$ cat config.mk
export PLATFORM = sky130hd
export DESIGN_NAME = stack_frame_allocator
export DESIGN_NICKNAME = d
export VERILOG_FILES = /design/src/rtl/core/sfa_pkg.sv /design/src/rtl/core/sfa_ctrl.sv /design/src/rtl/core/sfa_datapath.sv /design/src/rtl/core/stack_frame_allocator.sv
export SDC_FILE = /design/constraint.sdc
export NUM_CORES = 2
export LEC_CHECK = 0
export ABC_AREA = 1
export BUFFER_PORTS_ARGS = -buffer_cell sky130_fd_sc_hd__buf_2
export CORE_AREA = 2 2 425 427
export CTS_BUF_LIST = sky130_fd_sc_hd__clkbuf_8
export CTS_CLUSTER_SIZE = 25
export DETAILED_ROUTE_END_ITERATION = 7
export DIE_AREA = 0 0 427 429
export GPL_ROUTABILITY_DRIVEN = 0
export GPL_TIMING_DRIVEN = 0
export PLACE_DENSITY = 0.67
export SYNTH_ARGS = -nofsm -noshare
export SYNTH_HDL_FRONTEND = slang
export SYNTH_SLANG_ARGS = --single-unit
$ cat constraint.sdc
create_clock -name clock -period 9.86 [get_ports clock]
set_clock_uncertainty 0.05 [all_clocks]
set_input_delay 0.493 -clock clock [delete_from_list [all_inputs] [get_ports clock]]
set_output_delay 0.493 -clock clock [all_outputs]
set_load 0.005 [all_outputs]
$ cat src/rtl/core/sfa_pkg.sv
// ----------------------------------------------------------------------------
// Stack frame allocator package
// Shared constants, codes and the command/status bundles between the
// controller and the datapath.
// ----------------------------------------------------------------------------
package sfa_pkg;

   localparam int MAX_FRAMES     = 64;
   localparam int FRAME_IDX_BITS = $clog2(MAX_FRAMES);
   localparam int COUNT_BITS     = FRAME_IDX_BITS + 1;
   localparam int SIZE_BITS      = 21;
   localparam int ADDR_BITS      = 20;
   localparam int HEADER_BYTES   = 8;
   localparam int HDR_EVEN       = ((HEADER_BYTES + 1) / 2) * 2;
   localparam int BASE_OFFSET    = 16;
   localparam int ARENA_RESET    = 1048576;
   localparam int ADDR_MASK      = (2 ** ADDR_BITS) - 1;
   localparam int MEM_BITS       = SIZE_BITS + 1;
   localparam int TAIL_BITS      = SIZE_BITS + 2;

   typedef enum logic [1:0] {
      STATUS_OK         = 2'd0,
      STATUS_ARENA_FULL = 2'd1,
      STATUS_TABLE_FULL = 2'd2,
      STATUS_NOT_FOUND  = 2'd3
   } status_type;

   typedef enum logic {
      OP_ALLOC = 1'b0,
      OP_FREE  = 1'b1
   } op_type;

   typedef enum logic [2:0] {
      ST_IDLE,
      ST_ALLOC,
      ST_SRCH_RD,
      ST_SRCH_CHK,
      ST_POP_RD,
      ST_POP_WR,
      ST_DONE
   } state_type;

   typedef enum logic {
      RD_SEARCH,
      RD_POP
   } rd_sel_type;

   typedef struct packed {
      logic       capture;        // take the request payload
      logic       alloc;          // evaluate allocation, push when it fits
      logic       rd_en;          // read the frame table
      rd_sel_type rd_sel;
      logic       idx_next;       // advance the search index
      logic       mark_unused;    // clear the used bit of the found frame
      logic       pend_ok;        // free found its frame
      logic       pend_not_found; // search ran off the end
      logic       pop_commit;     // drop the top frame
      logic       out_load;       // move the pending result to the output
   } cmd_type;

   typedef struct packed {
      logic is_free;
      logic search_end;
      logic match;
      logic pop_stop;
      logic out_free;
   } stat_type;

endpackage

$ cat src/rtl/core/sfa_ctrl.sv
// ----------------------------------------------------------------------------
// Stack frame allocator controller
// Sequences allocate, the frame table search and the pop of unused frames.
// ----------------------------------------------------------------------------
module sfa_ctrl (
   input  logic              clock,
   input  logic              reset,
   input  logic              req_valid,
   output logic              req_ready,
   input  sfa_pkg::stat_type stat,
   output sfa_pkg::cmd_type  cmd
);

   sfa_pkg::state_type state_ff, state_in;

   always_ff @(posedge clock) begin
      if (reset) begin
         state_ff <= sfa_pkg::ST_IDLE;
      end else begin
         state_ff <= state_in;
      end
   end

   always_comb begin
      state_in  = state_ff;
      cmd       = '0;
      cmd.rd_sel = sfa_pkg::RD_SEARCH;
      req_ready = 1'b0;
      case (state_ff)
         sfa_pkg::ST_IDLE: begin
            req_ready = 1'b1;
            if (req_valid) begin
               cmd.capture = 1'b1;
               state_in    = sfa_pkg::ST_ALLOC;
            end
         end
         sfa_pkg::ST_ALLOC: begin
            // the captured op decides the path
            if (stat.is_free) begin
               state_in = sfa_pkg::ST_SRCH_RD;
            end else begin
               cmd.alloc = 1'b1;
               state_in  = sfa_pkg::ST_DONE;
            end
         end
         sfa_pkg::ST_SRCH_RD: begin
            if (stat.search_end) begin
               cmd.pend_not_found = 1'b1;
               state_in           = sfa_pkg::ST_DONE;
            end else begin
               cmd.rd_en  = 1'b1;
               cmd.rd_sel = sfa_pkg::RD_SEARCH;
               state_in   = sfa_pkg::ST_SRCH_CHK;
            end
         end
         sfa_pkg::ST_SRCH_CHK: begin
            if (stat.match) begin
               cmd.mark_unused = 1'b1;
               cmd.pend_ok     = 1'b1;
               state_in        = sfa_pkg::ST_POP_RD;
            end else begin
               cmd.idx_next = 1'b1;
               state_in     = sfa_pkg::ST_SRCH_RD;
            end
         end
         sfa_pkg::ST_POP_RD: begin
            if (stat.pop_stop) begin
               state_in = sfa_pkg::ST_DONE;
            end else begin
               cmd.rd_en  = 1'b1;
               cmd.rd_sel = sfa_pkg::RD_POP;
               state_in   = sfa_pkg::ST_POP_WR;
            end
         end
         sfa_pkg::ST_POP_WR: begin
            cmd.pop_commit = 1'b1;
            state_in       = sfa_pkg::ST_POP_RD;
         end
         sfa_pkg::ST_DONE: begin
            // hold until the output register is free
            if (stat.out_free) begin
               cmd.out_load = 1'b1;
               state_in     = sfa_pkg::ST_IDLE;
            end
         end
         default: begin
            state_in = sfa_pkg::ST_IDLE;
         end
      endcase
   end

endmodule

$ cat src/rtl/core/sfa_datapath.sv
// ----------------------------------------------------------------------------
// Stack frame allocator datapath
// Arena registers, frame table memory, used bits and the result registers.
// ----------------------------------------------------------------------------
module sfa_datapath (
   input  logic                            clock,
   input  logic                            reset,
   input  sfa_pkg::cmd_type                cmd,
   output sfa_pkg::stat_type               stat,
   input  logic                            csr_wr_en,
   input  logic [sfa_pkg::SIZE_BITS-1:0]   csr_wr_data,
   input  logic                            req_op,
   input  logic [sfa_pkg::SIZE_BITS-1:0]   req_request_bytes,
   input  logic [sfa_pkg::ADDR_BITS-1:0]   req_block_address,
   output logic                            rsp_valid,
   input  logic                            rsp_ready,
   output logic [sfa_pkg::ADDR_BITS-1:0]   rsp_granted_address,
   output logic [1:0]                      rsp_status
);

   localparam int IDX = sfa_pkg::FRAME_IDX_BITS;
   localparam int CNT = sfa_pkg::COUNT_BITS;
   localparam int SB  = sfa_pkg::SIZE_BITS;
   localparam int AB  = sfa_pkg::ADDR_BITS;
   localparam int MB  = sfa_pkg::MEM_BITS;
   localparam int TB  = sfa_pkg::TAIL_BITS;

   logic [SB-1:0]  arena_ff;
   logic [SB-1:0]  last_frame_ff;
   logic [CNT-1:0] count_ff;
   logic [CNT-1:0] idx_ff;
   logic [sfa_pkg::MAX_FRAMES-1:0] used_ff;
   logic [SB-1:0]  frame_mem [sfa_pkg::MAX_FRAMES];
   logic [SB-1:0]  rdata_ff;

   sfa_pkg::op_type op_ff;
   logic [SB-1:0]  req_ff;
   logic [AB-1:0]  blk_ff;

   sfa_pkg::status_type pend_status_ff, alloc_status;
   logic [AB-1:0]  pend_addr_ff;
   logic           rsp_valid_ff;
   logic [AB-1:0]  rsp_addr_ff;
   sfa_pkg::status_type rsp_status_ff;

   logic [MB-1:0]  size_up;
   logic [MB-1:0]  size_even;
   logic [MB-1:0]  mem_off;
   logic [TB-1:0]  tail;
   logic           arena_fail;
   logic           table_full;
   logic           push;
   logic [CNT-1:0] count_m1;
   logic [IDX-1:0] top_idx;
   logic [IDX-1:0] rd_addr;
   logic [MB-1:0]  hit_off;

   // allocation sizing: round up to even, block after the last header
   assign size_up    = {1'b0, req_ff} + MB'(1);
   assign size_even  = {size_up[MB-1:1], 1'b0};
   assign mem_off    = {1'b0, last_frame_ff} + MB'(sfa_pkg::HDR_EVEN);
   assign tail       = {1'b0, mem_off} + {1'b0, size_even};
   assign arena_fail = (tail > {2'b00, arena_ff}) || (mem_off > MB'(sfa_pkg::ADDR_MASK));
   assign table_full = count_ff >= CNT'(sfa_pkg::MAX_FRAMES);
   assign push       = cmd.alloc && !arena_fail && !table_full;

   always_comb begin
      if (arena_fail) begin
         alloc_status = sfa_pkg::STATUS_ARENA_FULL;
      end else if (table_full) begin
         alloc_status = sfa_pkg::STATUS_TABLE_FULL;
      end else begin
         alloc_status = sfa_pkg::STATUS_OK;
      end
   end

   assign count_m1 = count_ff - CNT'(1);
   assign top_idx  = count_m1[IDX-1:0];
   assign rd_addr  = (cmd.rd_sel == sfa_pkg::RD_POP) ? top_idx : idx_ff[IDX-1:0];
   assign hit_off  = {1'b0, rdata_ff} + MB'(sfa_pkg::HDR_EVEN);

   assign stat.is_free    = (op_ff == sfa_pkg::OP_FREE);
   assign stat.search_end = (idx_ff >= count_ff);
   assign stat.match      = (hit_off == {{(MB-AB){1'b0}}, blk_ff});
   assign stat.pop_stop   = (count_ff == '0) || used_ff[top_idx];
   assign stat.out_free   = !rsp_valid_ff || rsp_ready;

   // frame table: one write port, one registered read port
   always_ff @(posedge clock) begin
      if (push) begin
         frame_mem[count_ff[IDX-1:0]] <= last_frame_ff;
      end
      if (cmd.rd_en) begin
         rdata_ff <= frame_mem[rd_addr];
      end
   end

   // payload capture, pending result and output result registers
   always_ff @(posedge clock) begin
      if (cmd.capture) begin
         op_ff  <= sfa_pkg::op_type'(req_op);
         req_ff <= req_request_bytes;
         blk_ff <= req_block_address;
      end
      if (cmd.alloc) begin
         pend_status_ff <= alloc_status;
         pend_addr_ff   <= push ? mem_off[AB-1:0] : '0;
      end else if (cmd.pend_ok) begin
         pend_status_ff <= sfa_pkg::STATUS_OK;
         pend_addr_ff   <= '0;
      end else if (cmd.pend_not_found) begin
         pend_status_ff <= sfa_pkg::STATUS_NOT_FOUND;
         pend_addr_ff   <= '0;
      end
      if (cmd.out_load) begin
         rsp_addr_ff   <= pend_addr_ff;
         rsp_status_ff <= pend_status_ff;
      end
   end

   always_ff @(posedge clock) begin
      if (reset) begin
         arena_ff      <= SB'(sfa_pkg::ARENA_RESET);
         last_frame_ff <= SB'(sfa_pkg::BASE_OFFSET);
         count_ff      <= '0;
         idx_ff        <= '0;
         used_ff       <= '0;
         rsp_valid_ff  <= 1'b0;
      end else begin
         if (csr_wr_en) begin
            arena_ff <= csr_wr_data;
         end
         if (cmd.capture) begin
            idx_ff <= '0;
         end else if (cmd.idx_next) begin
            idx_ff <= idx_ff + CNT'(1);
         end
         if (push) begin
            used_ff[count_ff[IDX-1:0]] <= 1'b1;
            count_ff                   <= count_ff + CNT'(1);
            last_frame_ff              <= tail[SB-1:0];
         end else if (cmd.pop_commit) begin
            count_ff      <= count_m1;
            last_frame_ff <= rdata_ff;
         end
         if (cmd.mark_unused) begin
            used_ff[idx_ff[IDX-1:0]] <= 1'b0;
         end
         if (cmd.out_load) begin
            rsp_valid_ff <= 1'b1;
         end else if (rsp_ready) begin
            rsp_valid_ff <= 1'b0;
         end
      end
   end

   assign rsp_valid           = rsp_valid_ff;
   assign rsp_granted_address = rsp_addr_ff;
   assign rsp_status          = rsp_status_ff;

   a_count_bound: assert property (@(posedge clock) disable iff (reset)
      count_ff <= CNT'(sfa_pkg::MAX_FRAMES))
      else $error("frame count beyond table depth");

   a_push_room: assert property (@(posedge clock) disable iff (reset)
      push |-> (count_ff < CNT'(sfa_pkg::MAX_FRAMES)))
      else $error("push into a full frame table");

   a_pop_dec: assert property (@(posedge clock) disable iff (reset)
      cmd.pop_commit |=> (count_ff == $past(count_m1)))
      else $error("pop did not drop the frame count");

   a_mark_in_range: assert property (@(posedge clock) disable iff (reset)
      cmd.mark_unused |-> (idx_ff < count_ff))
      else $error("free marked a frame outside the table");

   a_load_free: assert property (@(posedge clock) disable iff (reset)
      cmd.out_load |-> (!rsp_valid_ff || rsp_ready))
      else $error("result overwritten before its transfer");

endmodule

$ cat src/rtl/core/stack_frame_allocator.sv
// Allocate: the request is captured in idle, evaluated in the allocate state, and its
// result is loaded from the done state. Free reads then checks each frame from index 0,
// marks the match unused, then pops unused top frames, each a read then a commit step;
// with no match it gives not found. Each read uses the table's single read port. One
// item at a time: the next request can transfer the cycle after the result is loaded.
// Reset: arena size 1048576, last frame at the base offset, no frames, used bits clear.
// ----------------------------------------------------------------------------
// Stack frame allocator
// Arena bump allocator with frame headers and out-of-order free.
// ----------------------------------------------------------------------------
module stack_frame_allocator (
   input  logic                          clock,
   input  logic                          reset,
   input  logic                          csr_wr_en,
   input  logic [sfa_pkg::SIZE_BITS-1:0] csr_wr_data,
   input  logic                          req_valid,
   output logic                          req_ready,
   input  logic                          req_op,
   input  logic [sfa_pkg::SIZE_BITS-1:0] req_request_bytes,
   input  logic [sfa_pkg::ADDR_BITS-1:0] req_block_address,
   output logic                          rsp_valid,
   input  logic                          rsp_ready,
   output logic [sfa_pkg::ADDR_BITS-1:0] rsp_granted_address,
   output logic [1:0]                    rsp_status
);

   sfa_pkg::cmd_type  cmd;
   sfa_pkg::stat_type stat;

   sfa_ctrl u_ctrl (
      .clock     (clock),
      .reset     (reset),
      .req_valid (req_valid),
      .req_ready (req_ready),
      .stat      (stat),
      .cmd       (cmd)
   );

   sfa_datapath u_datapath (
      .clock               (clock),
      .reset               (reset),
      .cmd                 (cmd),
      .stat                (stat),
      .csr_wr_en           (csr_wr_en),
      .csr_wr_data         (csr_wr_data),
      .req_op              (req_op),
      .req_request_bytes   (req_request_bytes),
      .req_block_address   (req_block_address),
      .rsp_valid           (rsp_valid),
      .rsp_ready           (rsp_ready),
      .rsp_granted_address (rsp_granted_address),
      .rsp_status          (rsp_status)
   );

endmodule

# Word-level counts from Yosys, hierarchy flattened
# Memories as Yosys holds them, arrays and structs flattened. A register that Yosys moved wholly into a read port is not among the register bits.
# Index checks and enable logic that the tools add are counted.
# op_classes
reduce_logical,17
addsub,7
order_cmp,9
bitwise_logic,3
n_eq_ne,9
mux,50
# op_table
cell,count
$mux 64,3
$mux 20,4
$and 64x64->64,1
$not 64->64,1
$or 64x64->64,1
$add 21x4->22 const B,2
$mux 21,2
$add 22x22->23,1
$gt 23x21->1,1
$add 21x1->22 const B,1
$eq 22x20->1,1
$gt 22x20->1 const B,1
$lt 6x7->1 const B,3
$pmux 3 s7,1
$mux 1,18
$mux 2,9
$mux 3,6
$add 7x1->7 const B,2
$mux 7,2
$demux 1 s6,2
$ge 6x1->1 const B,2
$eq 3x3->1 const B,3
$ge 7x7->1,1
$ge 7x7->1 const B,1
16 further kinds,26
# word_totals
mem_bits_rw,1344
regBits,210
out_inout_bits,24
elab_cells,110
inputBits,68
n_memories,1
# memory_table
name,words,word_bits,read_ports,rd_clocked_by_memory_dff,write_ports,line,source
u_datapath.frame_mem,64,21,1,1,1,sfa_datapath.sv:33,logic [SB-1:0] frame_mem [sfa_pkg::MAX_FRAMES];

# Depth between registers and ports, before layout
# logic_depth
ltp_word,11
depth_mapped,37
ltp_nobuf,36

# By module
# A second synthesis with hierarchy kept.
# hier_totals
hier_cells,5382
area_unflattened_um2,65089.9
# by_module_without_submodules
module,area_each_um2,instances,cells_per_inst,seq_area_each_um2
sfa_datapath,64737.1,1,5330,45994.1
sfa_ctrl,352.8,1,52,60.1

# Worst setup path after synthesis
# Ideal clock, no wire load.
# synth_path
path_kind,flip-flop to flip-flop
from,register u_datapath.last_frame_ff[3]
to,memory u_datapath.frame_mem[45][0] (netlist name) (enable)
t_arrival_ns,6.396
period_less_slack_ns,6.874
required_ns,9.382
setup_time_ns,0.428
path_buffers,1
setup_slack_ns,2.986
stages_incl_launch_ff,29
cell_sequence,dfxtp_1 > ha_1 > nand2_1 > nor2_1 > nand4_1 > xor2_1 > inv_1 > ha_1 > nand2_1 > nor2_1 > nand3_1 > o2111ai_1 > nand4_1 > nand2_1 > nand3_1 > nand2_1 > nand2_1 > o21ai_0 > xor2_1 > ha_1 > nand2_1 > nor4_1 > nand3_1 > a21oi_1 > nand2_2 > nor2_4 > nand2_2 > buf_2 > nor3_1
# synth_between
elab_chain_cells,9
word_cells_on_any_way,10
cone_classes,add/sub (2); order compare (2); mux (2); reduce/logical (4)
# synth_rtl
element,line,source
from (decl),sfa_datapath.sv:29,logic [SB-1:0] last_frame_ff;
from (signal assigned),sfa_datapath.sv:124,last_frame_ff <= SB'(sfa_pkg::BASE_OFFSET);
from (signal assigned),sfa_datapath.sv:141,last_frame_ff <= tail[SB-1:0];
from (signal assigned),sfa_datapath.sv:144,last_frame_ff <= rdata_ff;
$add 21x4->22 (*),sfa_datapath.sv:61,"assign mem_off = {1'b0, last_frame_ff} + MB'(sfa_pkg::HDR_EVEN);"
net u_datapath.mem_off[11],sfa_datapath.sv:48,logic [MB-1:0] mem_off;
$add 22x22->23,sfa_datapath.sv:62,"assign tail = {1'b0, mem_off} + {1'b0, size_even};"
$gt 23x21->1,sfa_datapath.sv:63,"assign arena_fail = (tail > {2'b00, arena_ff}) || (mem_off > MB'(sfa_pkg::ADDR_MASK));"
$logic_or 1x1->1 (*),sfa_datapath.sv:63,
$logic_not 1->1 (*),sfa_datapath.sv:65,assign push = cmd.alloc && !arena_fail && !table_full;
$logic_and 1x1->1 (*) (2 in series),sfa_datapath.sv:65,
$mux 1 (*),sfa_datapath.sv:90,if (push) begin
$mux 1 (not written as such) (*),sfa_datapath.sv:91,frame_mem[count_ff[IDX-1:0]] <= last_frame_ff;
to (decl),sfa_datapath.sv:33,
# The timed path passes the listed nets; every way through them passes the cells marked *.

# Worst setup path after layout
# layout_path
from,register u_datapath.last_frame_ff[6]
to,memory u_datapath.frame_mem[24][8] (netlist name) (enable)
# Same word-level chain as after synthesis.

==> results.md <==
- Metal-1 WL: between 80 and 90 mm
- Worst slew pin tran: 1504 ps
- Post-synthesis cell area: a little over 70000 um2
- Inst Count DP: 9708
- Largest stage delay on the critical path: just under 1000 ps
- Failing checks: DRC, capacitance limit, slew limit
- Clock transition at the registers of the reported paths: 60 ps
- Area leader, netlist: edfxtp_1
- Met3 wire len: 27.73 mm
- Crit path kind: reg -> reg
- Vias/cell: approximately 5.3
- Leakage: about 35 nW
- Share of layout cells above drive strength 1: 10.62%
- Sequential share of the synthesized area: 64.79%
- # clock sinks: 1575
- Worst path arrival time: 8890 ps
- RSZ-0062 raised after global routing: false
- Vias in the first global route: about 52k
- Port Buffer Count: 90
- Clk Latency, worst-skew pair: 1050 ps
- Synth warn: 0
- Critical path capture point type: flop
- Clock buffer depth: 4
- Filler instances: 16.28k
- Largest driver fanout on the critical path: 36
- Synth cell types: 56
- Initial core utilization: 39.93%
- Largest cells by area after synthesis: edfxtp_1 (61%), nand2_1 (10%), nand3_1 (9.2%)
- Commonest non-fill, non-tap cell in the layout: nand2_1
- Hold Vio Cnt, Final: 0
- Num CTS Buffers: 275
- Row count: 155
- Syn nets: roughly 7.3k
- Post-route ant nets: 0
- Synth top area share: around three fifths
- Total track usage: 24.45%
- Drt pass-1 iters: 8
- Avg Inst Size Synth: 9.859 um2
- First-pass GRT wire length: about 330 mm
- Max VDD drop: 182.7 uV
- Die width: roughly 430 um
- H-tree depth: 5
- Die height: 429 um
- Slew Limit Headroom: -1.038%
- Synthesis-to-finish area growth: 14.78%
- Residual DRC: 11
- Post-synth top flop: edfxtp_1
- Post-synth ARST share: 0%
- Yosys reg bits: 1575
- Tmin final: 8333 ps
- Worst slack at placement: 1852 ps
- PnR worst setup slack: 1527 ps
- TNS Setup: 0 ps
- Wire length on met2: 101.9 mm
- Max Fclk: 0.1200 GHz
- Worst Setup Start Kind: flop
- Initial drt markers: 7822
- Final Util: 45.83%
- Post-Layout Cell Count: just over 10k
- Critical Path RT: 10420 ps
- Status: finished with violations
- Final Max Slew Viols: 9
- Total power: 0.01810 W
- Largest net degree at the start of global routing: 70
- Initial antenna violation count: 5
- Worst Hold Class: in -> reg
- Number of synthesized flops with an enable pin: 1451
- WL per Instance: 22.22 um
- Fin crit share: 84.51%
- Final WL: 227.9 mm
- DP HPWL: 152.8 mm
- PwrDens: 221.9 nW/um2
- Worst path most repeated cell: nand2_1
- Area of the core: 178000 um2
- Slowest cell on crit path: inv_1
- Post CTS Setup Buffer Count: 0
- Final net count: 7846
- Vias: ~55k
- Syn Inst Count: 7210
- Most frequent cells in the layout: nand2_1 (1956), edfxtp_1 (1451), inv_1 (1392)
- CTS tree: done
- Total gr overflow: 0
- I/O pin count: 92
- Uppermost layer routed: met5
- Root buf cell: clkbuf_8
- Die area: between 150000 and 200000 um2
- Final setup viols: 0
- Max cap viols: 2
[kinds of logic (layout without fill, tap and decap cells)]
family | after synthesis | after routing | synth area share, %
AOI/OAI and AO/OA | 293 | 293 | 2.251
xor gates and xnor gates | 82 | 82 | 1.047
adders and majority gates | 58 | 58 | 1.032
buffers and inverters | 1670 | 2358 | 9.377
DFF | 1575 | 1575 | 64.79
other | 0 | 3 | 0
and+or+nand+nor | 3532 | 3532 | 21.50
[registers in the layout, indices dropped and copies added, names as in the netlist]
register,cells
u_datapath.used_ff,64
u_datapath.rsp_valid,1
u_datapath.count_ff,7
u_datapath.rsp_granted_address,20
u_datapath.arena_ff,21
u_datapath.rsp_status,2
u_datapath.blk_ff,20
u_datapath.pend_addr_ff,20
u_datapath.op_ff,1
u_datapath.req_ff,21
u_datapath.pend_status_ff,2
u_datapath.rdata_ff,21
u_datapath.idx_ff,7
u_datapath.frame_mem,1344
u_datapath.last_frame_ff,21
u_ctrl.state_ff,3
[per-layer routing]
metal | global-route usage, % | vias to the layer above
met1 | 31.23 | 25816
li1 | - | 24554
met3 | 6.769 | 665
met5 | 0 | -
met2 | 37.71 | 3468
met4 | 13.01 | 5
[cells in the mapped netlist (3+ instances only)]
cell type / instances
nand2_1: 1956
edfxtp_1: 1451
inv_1: 1308
nand3_1: 1302
buf_2: 225
nor2_1: 150
a21oi_1: 131
dfxtp_1: 124
o21ai_0: 107
clkbuf_1: 85
xor2_1: 59
ha_1: 57
nor3_1: 36
nand4_1: 24
nand3b_1: 22
xnor2_1: 21
buf_4: 18
o211ai_1: 14
buf_1: 13
inv_2: 12
a31oi_1: 9
o21a_1: 9
nand2_2: 8
buf_6: 6
nor2_2: 6
nor2_4: 5
nor3_4: 5
a211oi_1: 3
and2_1: 3
nand3_2: 3
nor3b_1: 3
[worst paths after layout]
kind	startpoint	end	slack, ps	depth (start not counted)
worst max-delay path	u_datapath.last_frame_ff[6]	u_datapath.frame_mem[24][8]	1530	31
worst min-delay path	csr_wr_en	u_datapath.arena_ff[12]	100	5
worst max register to register	u_datapath.last_frame_ff[6]	u_datapath.frame_mem[24][8]	1530	31
worst min register to register	u_datapath.pend_addr_ff[12]	u_datapath.rsp_granted_address[12]	360	0
[layout make-up]
type,instances,area (um2),share of cell area (%)
plain buffers,347,1697,2.079
flip-flops and latches,1575,46130,56.54
well taps,2355,2947,3.611
inverters,1323,4969,6.090
repair buffers,233,2380,2.917
clock inverters,166,912.1,1.118
multi-input cells,3965,18570,22.76
diodes,3,7.507,0.009201
clock buffers,289,3978,4.875
[power by group]
part | internal [W] | total (W) | leakage (nW) | switching, W
clock | 0.00292 | 0.00560 | 2.82 | 0.00267
combinational | 0.00118 | 0.00428 | 17.3 | 0.00310
sequential | 0.00783 | 0.00823 | 14.4 | 0.000402
[through the flow]
stage          hold WS, ps  cell area (um2)
4_1_cts              1.757            81550
3_3_place_gp         358.3            74480
5_1_grt              104.1            81590
2_1_floorplan        350.3            71080
6_report             103.4            81590
3_5_place_dp         359.3            75770
[what timing repair did]
action | in CTS | in global routing
hold endpoints to repair | 82 | 0
hold buffers | 89 | 0
gates resized for setup | 0 | 0
[worst max-delay path, delay by kind of cell, from the launching register on]
family / cells / cell delay [ps]
AO/OA/AOI/OAI: 3 / 520
AND/OR/NAND/NOR: 20 / 3960
adder cells (fa/ha/maj): 2 / 560
flip-flops: 1 / 690
XOR/XNOR: 2 / 550
buffers and inverters: 4 / 1510
Power figures use the tool's default switching activity.
